[config.mk]
export PLATFORM = sky130hd
export DESIGN_NAME = rtc_calendar_date_keeper
export DESIGN_NICKNAME = d
export VERILOG_FILES = /design/src/sv/rcdk_pkg.sv /design/src/sv/rtc_calendar_date_keeper.sv /design/src/sv/rcdk_ctrl.sv /design/src/sv/rcdk_datapath.sv
export SDC_FILE = /design/constraint.sdc
export NUM_CORES = 1
export LEC_CHECK = 0
export BUFFER_PORTS_ARGS = -buffer_cell sky130_fd_sc_hd__buf_2
export CAP_MARGIN = 0
export CELL_PAD_IN_SITES_DETAIL_PLACEMENT = 0
export CELL_PAD_IN_SITES_GLOBAL_PLACEMENT = 1
export CORE_ASPECT_RATIO = 2
export CORE_UTILIZATION = 40
export CTS_CLUSTER_SIZE = 10
export DETAILED_ROUTE_END_ITERATION = 10
export GPL_ROUTABILITY_DRIVEN = 0
export GPL_TIMING_DRIVEN = 0
export PLACE_DENSITY_LB_ADDON = 0.1
export SYNTH_ARGS = -nofsm -noshare
export SYNTH_HDL_FRONTEND = slang
export SYNTH_SLANG_ARGS = --single-unit
[constraint.sdc]
create_clock -name clk -period 6.58 [get_ports clk]
set_input_delay 0.987 -clock clk [delete_from_list [all_inputs] [get_ports clk]]
set_output_delay 0.987 -clock clk [all_outputs]
set_load 0.005 [all_outputs]
[src/sv/rcdk_pkg.sv]
`default_nettype none
// ----------------------------------------------------------------------------
// rcdk_pkg
// Shared types, constants and calendar helpers for the calendar date keeper.
// ----------------------------------------------------------------------------
package rcdk_pkg;

    localparam logic [1:0]  FUNC_TICK = 2'd0;
    localparam logic [1:0]  FUNC_SET  = 2'd1;
    localparam logic [1:0]  FUNC_READ = 2'd2;

    localparam logic [31:0] DAY_SECONDS  = 32'd86400;
    localparam logic [16:0] HOUR_SECONDS = 17'd3600;
    localparam logic [16:0] MIN_SECONDS  = 17'd60;
    localparam logic [13:0] GREG_CYCLE   = 14'd400;
    localparam logic [13:0] YEAR_MAX     = 14'h3FFF;

    // Commands from the controller to the datapath.
    typedef struct packed {
        logic tick;
        logic set;
        logic step_mod;
        logic step_day;
        logic load_work;
        logic step_hour;
        logic step_min;
        logic calc_wd;
        logic load_out;
    } cmd_t;

    // Status from the datapath to the controller.
    typedef struct packed {
        logic ymod_ge_cycle;
        logic cnt_ge_day;
        logic work_ge_hour;
        logic work_ge_min;
    } sts_t;

    typedef struct packed {
        logic [13:0] year;
        logic [3:0]  month;
        logic [4:0]  day;
        logic        year_inc;
    } date_t;

    // Two BCD nibbles taken at face value.
    function automatic logic [6:0] bcd_to_bin(input logic [6:0] v);
        logic [6:0] hi;
        hi = {4'd0, v[6:4]};
        return 7'((hi << 3) + (hi << 1) + {3'd0, v[3:0]});
    endfunction

    // Binary below sixty to two BCD digits.
    function automatic logic [6:0] bin_to_bcd60(input logic [5:0] v);
        logic [2:0] tens;
        logic [5:0] rest;
        if (v >= 6'd50)      tens = 3'd5;
        else if (v >= 6'd40) tens = 3'd4;
        else if (v >= 6'd30) tens = 3'd3;
        else if (v >= 6'd20) tens = 3'd2;
        else if (v >= 6'd10) tens = 3'd1;
        else                 tens = 3'd0;
        rest = 6'(v - 6'(tens) * 6'd10);
        return {tens, rest[3:0]};
    endfunction

    // Leap rule from the year taken modulo 400.
    function automatic logic leap_mod(input logic [8:0] m);
        return (m[1:0] == 2'd0) && (m != 9'd100) && (m != 9'd200) && (m != 9'd300);
    endfunction

    function automatic logic [8:0] month_start(input logic [3:0] m);
        logic [8:0] r;
        unique case (m)
            4'd1:    r = 9'd0;
            4'd2:    r = 9'd31;
            4'd3:    r = 9'd59;
            4'd4:    r = 9'd90;
            4'd5:    r = 9'd120;
            4'd6:    r = 9'd151;
            4'd7:    r = 9'd181;
            4'd8:    r = 9'd212;
            4'd9:    r = 9'd243;
            4'd10:   r = 9'd273;
            4'd11:   r = 9'd304;
            4'd12:   r = 9'd334;
            default: r = 9'd0;
        endcase
        return r;
    endfunction

    // Advance a date by one day. Unknown months hold.
    function automatic date_t next_date(input logic [13:0] y, input logic [3:0] m,
                                        input logic [4:0] d, input logic leap);
        date_t r;
        r.year     = y;
        r.month    = m;
        r.day      = d;
        r.year_inc = 1'b0;
        unique case (m)
            4'd1, 4'd3, 4'd5, 4'd7, 4'd8, 4'd10, 4'd12:
            begin
                if (d < 5'd31) begin
                    r.day = 5'(d + 5'd1);
                end else if (m != 4'd12) begin
                    r.month = 4'(m + 4'd1);
                    r.day   = 5'd1;
                end else begin
                    r.month    = 4'd1;
                    r.day      = 5'd1;
                    r.year     = 14'(y + 14'd1);
                    r.year_inc = 1'b1;
                end
            end
            4'd4, 4'd6, 4'd9, 4'd11:
            begin
                if (d < 5'd30) begin
                    r.day = 5'(d + 5'd1);
                end else begin
                    r.month = 4'(m + 4'd1);
                    r.day   = 5'd1;
                end
            end
            4'd2:
            begin
                if (d < 5'd28) begin
                    r.day = 5'(d + 5'd1);
                end else if (d == 5'd28) begin
                    if (leap) begin
                        r.day = 5'd29;
                    end else begin
                        r.month = 4'd3;
                        r.day   = 5'd1;
                    end
                end else if (d == 5'd29) begin
                    r.month = 4'd3;
                    r.day   = 5'd1;
                end
            end
            default:
            begin
                r.year = y;
            end
        endcase
        return r;
    endfunction

    // Residue modulo seven by folding octal digits (8 is 1 modulo 7).
    function automatic logic [2:0] mod7(input logic [17:0] v);
        logic [5:0] s1;
        logic [3:0] s2;
        logic [2:0] s3;
        s1 = 6'(v[2:0]) + 6'(v[5:3]) + 6'(v[8:6]) + 6'(v[11:9])
           + 6'(v[14:12]) + 6'(v[17:15]);
        s2 = 4'(s1[2:0]) + 4'(s1[5:3]);
        s3 = 3'(s2[2:0] + 3'(s2[3]));
        return (s3 == 3'd7) ? 3'd0 : s3;
    endfunction

endpackage
`default_nettype wire

[src/sv/rtc_calendar_date_keeper.sv]
`default_nettype none
// ----------------------------------------------------------------------------
// rtc_calendar_date_keeper
// Seconds counter with a Gregorian date, weekday and BCD time on read.
// ----------------------------------------------------------------------------
// Channel   Handshake             Word
// input     in_valid / in_ready   func, set_year .. set_second_bcd
// output    out_valid / out_ready out_year .. out_weekday
//
// A set loads the fields, then reduces the year modulo 400 in steps of 400
// years. A read splits off the elapsed days in the counter one at a time, then
// the hours and minutes of the remainder, then forms the weekday.
// Reset loads 2000-01-01 00:00:00. The output register holds a result until
// taken; ticks and sets go on meanwhile, a finishing read waits for it.
// ----------------------------------------------------------------------------
module rtc_calendar_date_keeper (
    input  wire logic        clk,
    input  wire logic        rst_n,
    input  wire logic        in_valid,
    output logic             in_ready,
    input  wire logic [1:0]  func,
    input  wire logic [13:0] set_year,
    input  wire logic [3:0]  set_month,
    input  wire logic [4:0]  set_day,
    input  wire logic [5:0]  set_hour_bcd,
    input  wire logic [6:0]  set_minute_bcd,
    input  wire logic [6:0]  set_second_bcd,
    output logic             out_valid,
    input  wire logic        out_ready,
    output logic [13:0]      out_year,
    output logic [3:0]       out_month,
    output logic [4:0]       out_day,
    output logic [5:0]       out_hour_bcd,
    output logic [6:0]       out_minute_bcd,
    output logic [6:0]       out_second_bcd,
    output logic [2:0]       out_weekday
);
    import rcdk_pkg::*;

    cmd_t cmd;
    sts_t sts;

    rcdk_ctrl u_ctrl (
        .clk       (clk),
        .rst_n     (rst_n),
        .in_valid  (in_valid),
        .in_ready  (in_ready),
        .func      (func),
        .out_valid (out_valid),
        .out_ready (out_ready),
        .sts       (sts),
        .cmd       (cmd)
    );

    rcdk_datapath u_dp (
        .clk            (clk),
        .rst_n          (rst_n),
        .cmd            (cmd),
        .sts            (sts),
        .set_year       (set_year),
        .set_month      (set_month),
        .set_day        (set_day),
        .set_hour_bcd   (set_hour_bcd),
        .set_minute_bcd (set_minute_bcd),
        .set_second_bcd (set_second_bcd),
        .out_year       (out_year),
        .out_month      (out_month),
        .out_day        (out_day),
        .out_hour_bcd   (out_hour_bcd),
        .out_minute_bcd (out_minute_bcd),
        .out_second_bcd (out_second_bcd),
        .out_weekday    (out_weekday)
    );

`ifndef SYNTHESIS
    // A result is formed only after all whole days are split off.
    a_days_done: assert property (@(posedge clk) disable iff (!rst_n)
        cmd.load_out |-> !sts.cnt_ge_day)
        else $error("result formed with whole days left in counter");

    // The year residue is reduced before any day step or result.
    a_ymod_reduced: assert property (@(posedge clk) disable iff (!rst_n)
        (cmd.load_out || cmd.step_day) |-> !sts.ymod_ge_cycle)
        else $error("year residue not reduced");

    // A read passes through the day, hour and minute states first, so no result right after acceptance.
    a_no_instant: assert property (@(posedge clk) disable iff (!rst_n)
        (in_valid && in_ready) |=> !cmd.load_out)
        else $error("result formed the cycle after acceptance");
`endif

endmodule
`default_nettype wire

[src/sv/rcdk_ctrl.sv]
`default_nettype none
// ----------------------------------------------------------------------------
// rcdk_ctrl
// Sequencer for set, tick and read words, plus the result valid flag.
// ----------------------------------------------------------------------------
module rcdk_ctrl (
    input  wire logic          clk,
    input  wire logic          rst_n,
    input  wire logic          in_valid,
    output logic               in_ready,
    input  wire logic [1:0]    func,
    output logic               out_valid,
    input  wire logic          out_ready,
    input  wire rcdk_pkg::sts_t sts,
    output rcdk_pkg::cmd_t     cmd
);
    import rcdk_pkg::*;

    localparam logic [2:0] S_IDLE = 3'd0;
    localparam logic [2:0] S_MOD  = 3'd1;
    localparam logic [2:0] S_DAYS = 3'd2;
    localparam logic [2:0] S_HOUR = 3'd3;
    localparam logic [2:0] S_MINS = 3'd4;
    localparam logic [2:0] S_WD1  = 3'd5;
    localparam logic [2:0] S_WD2  = 3'd6;

    logic [2:0] state_reg, state_next;
    logic       out_valid_reg, out_valid_next;
    logic       accept;

    assign in_ready  = (state_reg == S_IDLE);
    assign out_valid = out_valid_reg;
    assign accept    = in_valid && in_ready;

    // Next state and commands.
    always_comb
    begin
        state_next     = state_reg;
        out_valid_next = out_valid_reg && !out_ready;
        cmd            = '0;
        unique case (state_reg)
            S_IDLE:
            begin
                if (accept) begin
                    if (func == FUNC_TICK) begin
                        cmd.tick = 1'b1;
                    end else if (func == FUNC_SET) begin
                        cmd.set    = 1'b1;
                        state_next = S_MOD;
                    end else if (func == FUNC_READ) begin
                        state_next = S_DAYS;
                    end
                end
            end
            S_MOD:
            begin
                if (sts.ymod_ge_cycle) cmd.step_mod = 1'b1;
                else                   state_next   = S_IDLE;
            end
            S_DAYS:
            begin
                if (sts.cnt_ge_day) begin
                    cmd.step_day = 1'b1;
                end else begin
                    cmd.load_work = 1'b1;
                    state_next    = S_HOUR;
                end
            end
            S_HOUR:
            begin
                if (sts.work_ge_hour) cmd.step_hour = 1'b1;
                else                  state_next    = S_MINS;
            end
            S_MINS:
            begin
                if (sts.work_ge_min) begin
                    cmd.step_min = 1'b1;
                end else begin
                    cmd.calc_wd = 1'b1;
                    state_next  = S_WD1;
                end
            end
            S_WD1:
            begin
                state_next = S_WD2;
            end
            S_WD2:
            begin
                // Wait here while the previous result is still held.
                if (!out_valid_reg || out_ready) begin
                    cmd.load_out   = 1'b1;
                    out_valid_next = 1'b1;
                    state_next     = S_IDLE;
                end
            end
            default:
            begin
                state_next = S_IDLE;
            end
        endcase
    end

    always_ff @(posedge clk or negedge rst_n)
    begin
        if (!rst_n) begin
            state_reg     <= S_IDLE;
            out_valid_reg <= 1'b0;
        end else begin
            state_reg     <= state_next;
            out_valid_reg <= out_valid_next;
        end
    end

endmodule
`default_nettype wire

[src/sv/rcdk_datapath.sv]
`default_nettype none
// ----------------------------------------------------------------------------
// rcdk_datapath
// Seconds counter, date registers, split units and result registers.
// ----------------------------------------------------------------------------
module rcdk_datapath (
    input  wire logic           clk,
    input  wire logic           rst_n,
    input  wire rcdk_pkg::cmd_t cmd,
    output rcdk_pkg::sts_t      sts,
    input  wire logic [13:0]    set_year,
    input  wire logic [3:0]     set_month,
    input  wire logic [4:0]     set_day,
    input  wire logic [5:0]     set_hour_bcd,
    input  wire logic [6:0]     set_minute_bcd,
    input  wire logic [6:0]     set_second_bcd,
    output logic [13:0]         out_year,
    output logic [3:0]          out_month,
    output logic [4:0]          out_day,
    output logic [5:0]          out_hour_bcd,
    output logic [6:0]          out_minute_bcd,
    output logic [6:0]          out_second_bcd,
    output logic [2:0]          out_weekday
);
    import rcdk_pkg::*;

    logic [31:0] count_reg;
    logic [13:0] year_reg;
    logic [3:0]  month_reg;
    logic [4:0]  day_reg;
    logic [13:0] ymod_reg;
    logic [16:0] work_reg;
    logic [5:0]  hour_reg;
    logic [6:0]  min_reg;
    logic [17:0] wd_sum_reg;

    logic [13:0] out_year_reg;
    logic [3:0]  out_month_reg;
    logic [4:0]  out_day_reg;
    logic [5:0]  out_hour_reg;
    logic [6:0]  out_min_reg;
    logic [6:0]  out_sec_reg;
    logic [2:0]  out_wd_reg;

    date_t       nd;
    logic        leap;
    logic [31:0] set_secs;
    logic [8:0]  r400;
    logic [1:0]  cent;
    logic [17:0] wd_sum;
    logic [13:0] ymod_inc;

    assign leap = leap_mod(ymod_reg[8:0]);
    assign nd   = next_date(year_reg, month_reg, day_reg, leap);

    // Year modulo 400 follows the year; the 14-bit wrap lands on zero.
    assign ymod_inc = (year_reg == YEAR_MAX) ? 14'd0 :
                      (ymod_reg == 14'd399) ? 14'd0 : 14'(ymod_reg + 14'd1);

    // Time of day loaded on set.
    assign set_secs = 32'(bcd_to_bin({1'b0, set_hour_bcd})) * 32'd3600
                    + 32'(bcd_to_bin(set_minute_bcd)) * 32'd60
                    + 32'(bcd_to_bin(set_second_bcd));

    // Weekday sum over the last year taken modulo 400.
    always_comb
    begin
        r400 = (ymod_reg[8:0] == 9'd0) ? 9'd399 : 9'(ymod_reg[8:0] - 9'd1);
        if (r400 >= 9'd300)      cent = 2'd3;
        else if (r400 >= 9'd200) cent = 2'd2;
        else if (r400 >= 9'd100) cent = 2'd1;
        else                     cent = 2'd0;
        wd_sum = 18'(18'(r400) * 18'd365) + 18'(r400[8:2]) - 18'(cent)
               + 18'(month_start(month_reg))
               + 18'(leap && (month_reg > 4'd2)) + 18'(day_reg);
    end

    assign sts.ymod_ge_cycle = (ymod_reg >= GREG_CYCLE);
    assign sts.cnt_ge_day    = (count_reg >= DAY_SECONDS);
    assign sts.work_ge_hour  = (work_reg >= HOUR_SECONDS);
    assign sts.work_ge_min   = (work_reg >= MIN_SECONDS);

    // Counter and date state.
    always_ff @(posedge clk or negedge rst_n)
    begin
        if (!rst_n) begin
            count_reg <= 32'd0;
            year_reg  <= 14'd2000;
            month_reg <= 4'd1;
            day_reg   <= 5'd1;
            ymod_reg  <= 14'd0;
        end else begin
            if (cmd.tick) begin
                count_reg <= 32'(count_reg + 32'd1);
            end
            if (cmd.set) begin
                count_reg <= set_secs;
                year_reg  <= set_year;
                month_reg <= set_month;
                day_reg   <= set_day;
                ymod_reg  <= set_year;
            end
            if (cmd.step_mod) begin
                ymod_reg <= 14'(ymod_reg - GREG_CYCLE);
            end
            if (cmd.step_day) begin
                count_reg <= 32'(count_reg - DAY_SECONDS);
                year_reg  <= nd.year;
                month_reg <= nd.month;
                day_reg   <= nd.day;
                if (nd.year_inc) ymod_reg <= ymod_inc;
            end
        end
    end

    // Time-of-day split and weekday sum.
    always_ff @(posedge clk)
    begin
        if (cmd.load_work) begin
            work_reg <= count_reg[16:0];
            hour_reg <= 6'd0;
            min_reg  <= 7'd0;
        end
        if (cmd.step_hour) begin
            work_reg <= 17'(work_reg - HOUR_SECONDS);
            hour_reg <= (hour_reg[3:0] == 4'd9) ? {2'(hour_reg[5:4] + 2'd1), 4'd0}
                                                : 6'(hour_reg + 6'd1);
        end
        if (cmd.step_min) begin
            work_reg <= 17'(work_reg - MIN_SECONDS);
            min_reg  <= (min_reg[3:0] == 4'd9) ? {3'(min_reg[6:4] + 3'd1), 4'd0}
                                               : 7'(min_reg + 7'd1);
        end
        if (cmd.calc_wd) begin
            wd_sum_reg <= wd_sum;
        end
    end

    // Result word.
    always_ff @(posedge clk)
    begin
        if (cmd.load_out) begin
            out_year_reg  <= year_reg;
            out_month_reg <= month_reg;
            out_day_reg   <= day_reg;
            out_hour_reg  <= hour_reg;
            out_min_reg   <= min_reg;
            out_sec_reg   <= bin_to_bcd60(work_reg[5:0]);
            out_wd_reg    <= mod7(wd_sum_reg);
        end
    end

    assign out_year       = out_year_reg;
    assign out_month      = out_month_reg;
    assign out_day        = out_day_reg;
    assign out_hour_bcd   = out_hour_reg;
    assign out_minute_bcd = out_min_reg;
    assign out_second_bcd = out_sec_reg;
    assign out_weekday    = out_wd_reg;

endmodule
`default_nettype wire

==> results.md <==
* Unrepaired setup endpoints after global routing: yes
* # IOs at 97
* Yosys cell types at 75
* Vias in the first global route at 14200
* CTS root buffer: clkbuf_16
* Cts hold-fix bufs at 0
* CP Class: register to register
* Startpoint Class: register
* Input/output buffers at 96
* N_diodes at 0
* Most common cell after layout, fill and taps aside: ha_1
* Placed Cells at 2360
* Mapped Area at 0.0159 sq mm
* Initial antenna violation count at 0
* Yosys reg bits at 167
* Row count at 103
* Final ANT Viol Nets at 0
* Final core utilization at 0.463
* CTS tree: built
* Leakage power at 0.00785 uW
* Clock-pin slew on the worst setup and hold paths at 0.07 ns
* Cell area power density at about 260 mW/mm^2
* Final period utilization at 0.965
* Final setup fails at 0
* Worst min path class: input pin to asynchronous set/reset pin
* CP Buf/Inv Count at 6
* Proportion of layout cells with a drive suffix above 1 at 0.130
* Worst EP required at 6.79 ns
* Worst slew margin at 0.200
* Hold Violations, Final at 0
* CP max-delay cell: fa_1
* Synth async-reset ratio at 0.437
* Clock Tree Buf Depth at 2
* CTS H-Tree Depth at 4
* Final worst slack at 0.227 ns
* Final Skew at 0.0162 ns
* Hold Worst Slack at roughly 0.46 ns
* Most frequent cells in the layout: 194 x ha_1, 180 x inv_1, 132 x nand2_1
* Worst Path Arrival at 6.56 ns
* Routed vias/inst at 5.51
* Die H at around 280 um
* Number of max-slew violations in the final report at 0
* Layout area overhead at 14.4%
* Drt drc at 0
* Max Cap Viol at 0
* Avg Inst Size Synth at 9.18 sq um
* First-pass GRT wire length at 77500 um
* Synth Flop Type: edfxtp_1
* Ys Warns at 0
* Max stage delay on crit path at 0.55 ns
* Worst-path maximum fanout at 6
* Cell Area, Placed at approximately 0.017 sq mm
* Drt first pass iters at 5
* Remaining global-route overflow at 0
* Largest register FFs at 32
* Initial core utilization at 0.405
* F_max at 157 MHz
* Die area at between 0.04 and 0.05 sq mm
* Largest net degree at the start of global routing at 49
* Sinks on Clock Net at 167
* Clk_lat worst skew at roughly 0.46 ns
* Drt total wl at 50700 um
* Die width at 143 um
* Design Area, Final at 0.0182 sq mm
* Hpwl dp at 42100 um
* CP Capture Type: register
* Layout Nets at approximately 2200
* Worst-margin pin slew at 1.19 ns
* Number of synthesized flops with an enable pin at 94
* Run status: finished clean
* Syn Nets at 2065
* Vias post-DR at approximately 13000
* Post-synthesis instance total at 1732
* GRT Util Overall at 0.259
* Core area at between 0.03 and 0.04 sq mm
* Initial detailed-routing violation count at 525
* Top Family by Delay on Critical Path: adder cells
* Final worst path period need at around 6.4 ns
* TritonCTS buffer count at 17
* Place WS at -1.61 ns
* Routed WL per cell at ~21 um
* VDD IR max at 0.604 mV
* Final cell count without fillers at roughly 2400
* Register area share after synthesis at 0.293
## cell type report
type,count,area (sq um)
inverter,187,719
buffer,60,249
clock inverter,15,181
fill,3903,21100
tap,525,657
clock buffer,17,425
sequential,167,4670
timing repair buffer,118,694
multi-input combinational,1314,10600
## cells in the mapped netlist (9+ instances only)
cell,count,area share
o21ai_0,108,0.034
a21oi_1,106,0.033
nor3_1,51,0.016
o21bai_1,11,0.0052
ha_1,198,0.16
nand3_1,63,0.020
a21o_1,26,0.012
inv_1,187,0.044
or3_1,13,0.0051
and3_1,26,0.010
nor2b_1,17,0.0067
dfrtp_1,65,0.10
nor2_1,123,0.029
a221o_1,12,0.0076
xnor2_1,71,0.039
o22ai_1,15,0.0059
nand2b_1,12,0.0047
a31oi_1,15,0.0059
nand2_1,136,0.032
o211ai_1,11,0.0052
edfxtp_1,94,0.18
a22oi_1,9,0.0042
nand4_1,17,0.0067
a211oi_1,11,0.0052
fa_1,86,0.11
a21boi_0,11,0.0052
o21a_1,12,0.0057
clkbuf_1,50,0.012
xor2_1,36,0.020
## path summary, 6_finish.rpt
path / startpoint / endpoint / slack, ns / cells past startpoint
hold reg to reg: u_dp.min_reg[2]$_SDFFCE_PP0P_ / u_dp.out_minute_bcd[2]$_DFFE_PP_ / 0.47 / 0
setup reg to reg: u_dp.ymod_reg[5]$_DFF_PN0_ / u_dp.wd_sum_reg[17]$_DFFE_PP_ / 0.23 / 25
max in group asynchronous: rst_n / u_dp.day_reg[0]$_DFFE_PN1P_ / 5.44 / 2
min in group clk: u_dp.min_reg[2]$_SDFFCE_PP0P_ / u_dp.out_minute_bcd[2]$_DFFE_PP_ / 0.47 / 0
hold / removal: rst_n / u_dp.count_reg[17]$_DFFE_PN0N_ / 0.46 / 1
setup / recovery: u_dp.ymod_reg[5]$_DFF_PN0_ / u_dp.wd_sum_reg[17]$_DFFE_PP_ / 0.23 / 25
## metrics by stage
step / total power [uW] / TNS, ns
2_1_floorplan: 3020 / 0
3_3_place_gp: 3520 / -41.18
3_5_place_dp: 3550 / -15.84
4_1_cts: 4660 / 0
5_1_grt: 5060 / -0.0634
6_report: 4740 / 0
## cell families (layout without fill, tap and decap cells)
family	count (synthesis)	count (layout)	synth area share
AO/OA/AOI/OAI	413	413	0.166
XOR/XNOR	107	107	0.0589
adder cells (fa/ha/maj)	284	284	0.264
buffers and inverters	251	397	0.0607
flip-flops	167	167	0.293
multiplexers	9	9	0.00598
AND/OR/NAND/NOR	501	501	0.151
## layer usage
layer | vias to the layer above | wire, um | global-route usage | share of wire
li1 | 6378 | - | - | -
met1 | 6500 | 15600 | 0.205 | 0.31
met2 | 255 | 31000 | 0.557 | 0.61
met3 | 114 | 1130 | 0.0316 | 0.022
met4 | 0 | 3010 | 0.155 | 0.059
met5 | - | 0 | 0 | 0
## report_power, final
part | internal (uW) | leakage [uW] | switching [uW]
logic | 1080 | 0.00591 | 1500
clock network | 546 | 0.000292 | 512
registers | 1100 | 0.00165 | 0.0000000000000112
total | 2720 | 0.00785 | 2020
## timing repair
action,CTS,global route
resized for setup,62,20
endpoints found under the setup margin,18,11
buffers inserted,12,3
pin swaps,9,7
No activity file was read; power rests on OpenSTA's default activity.
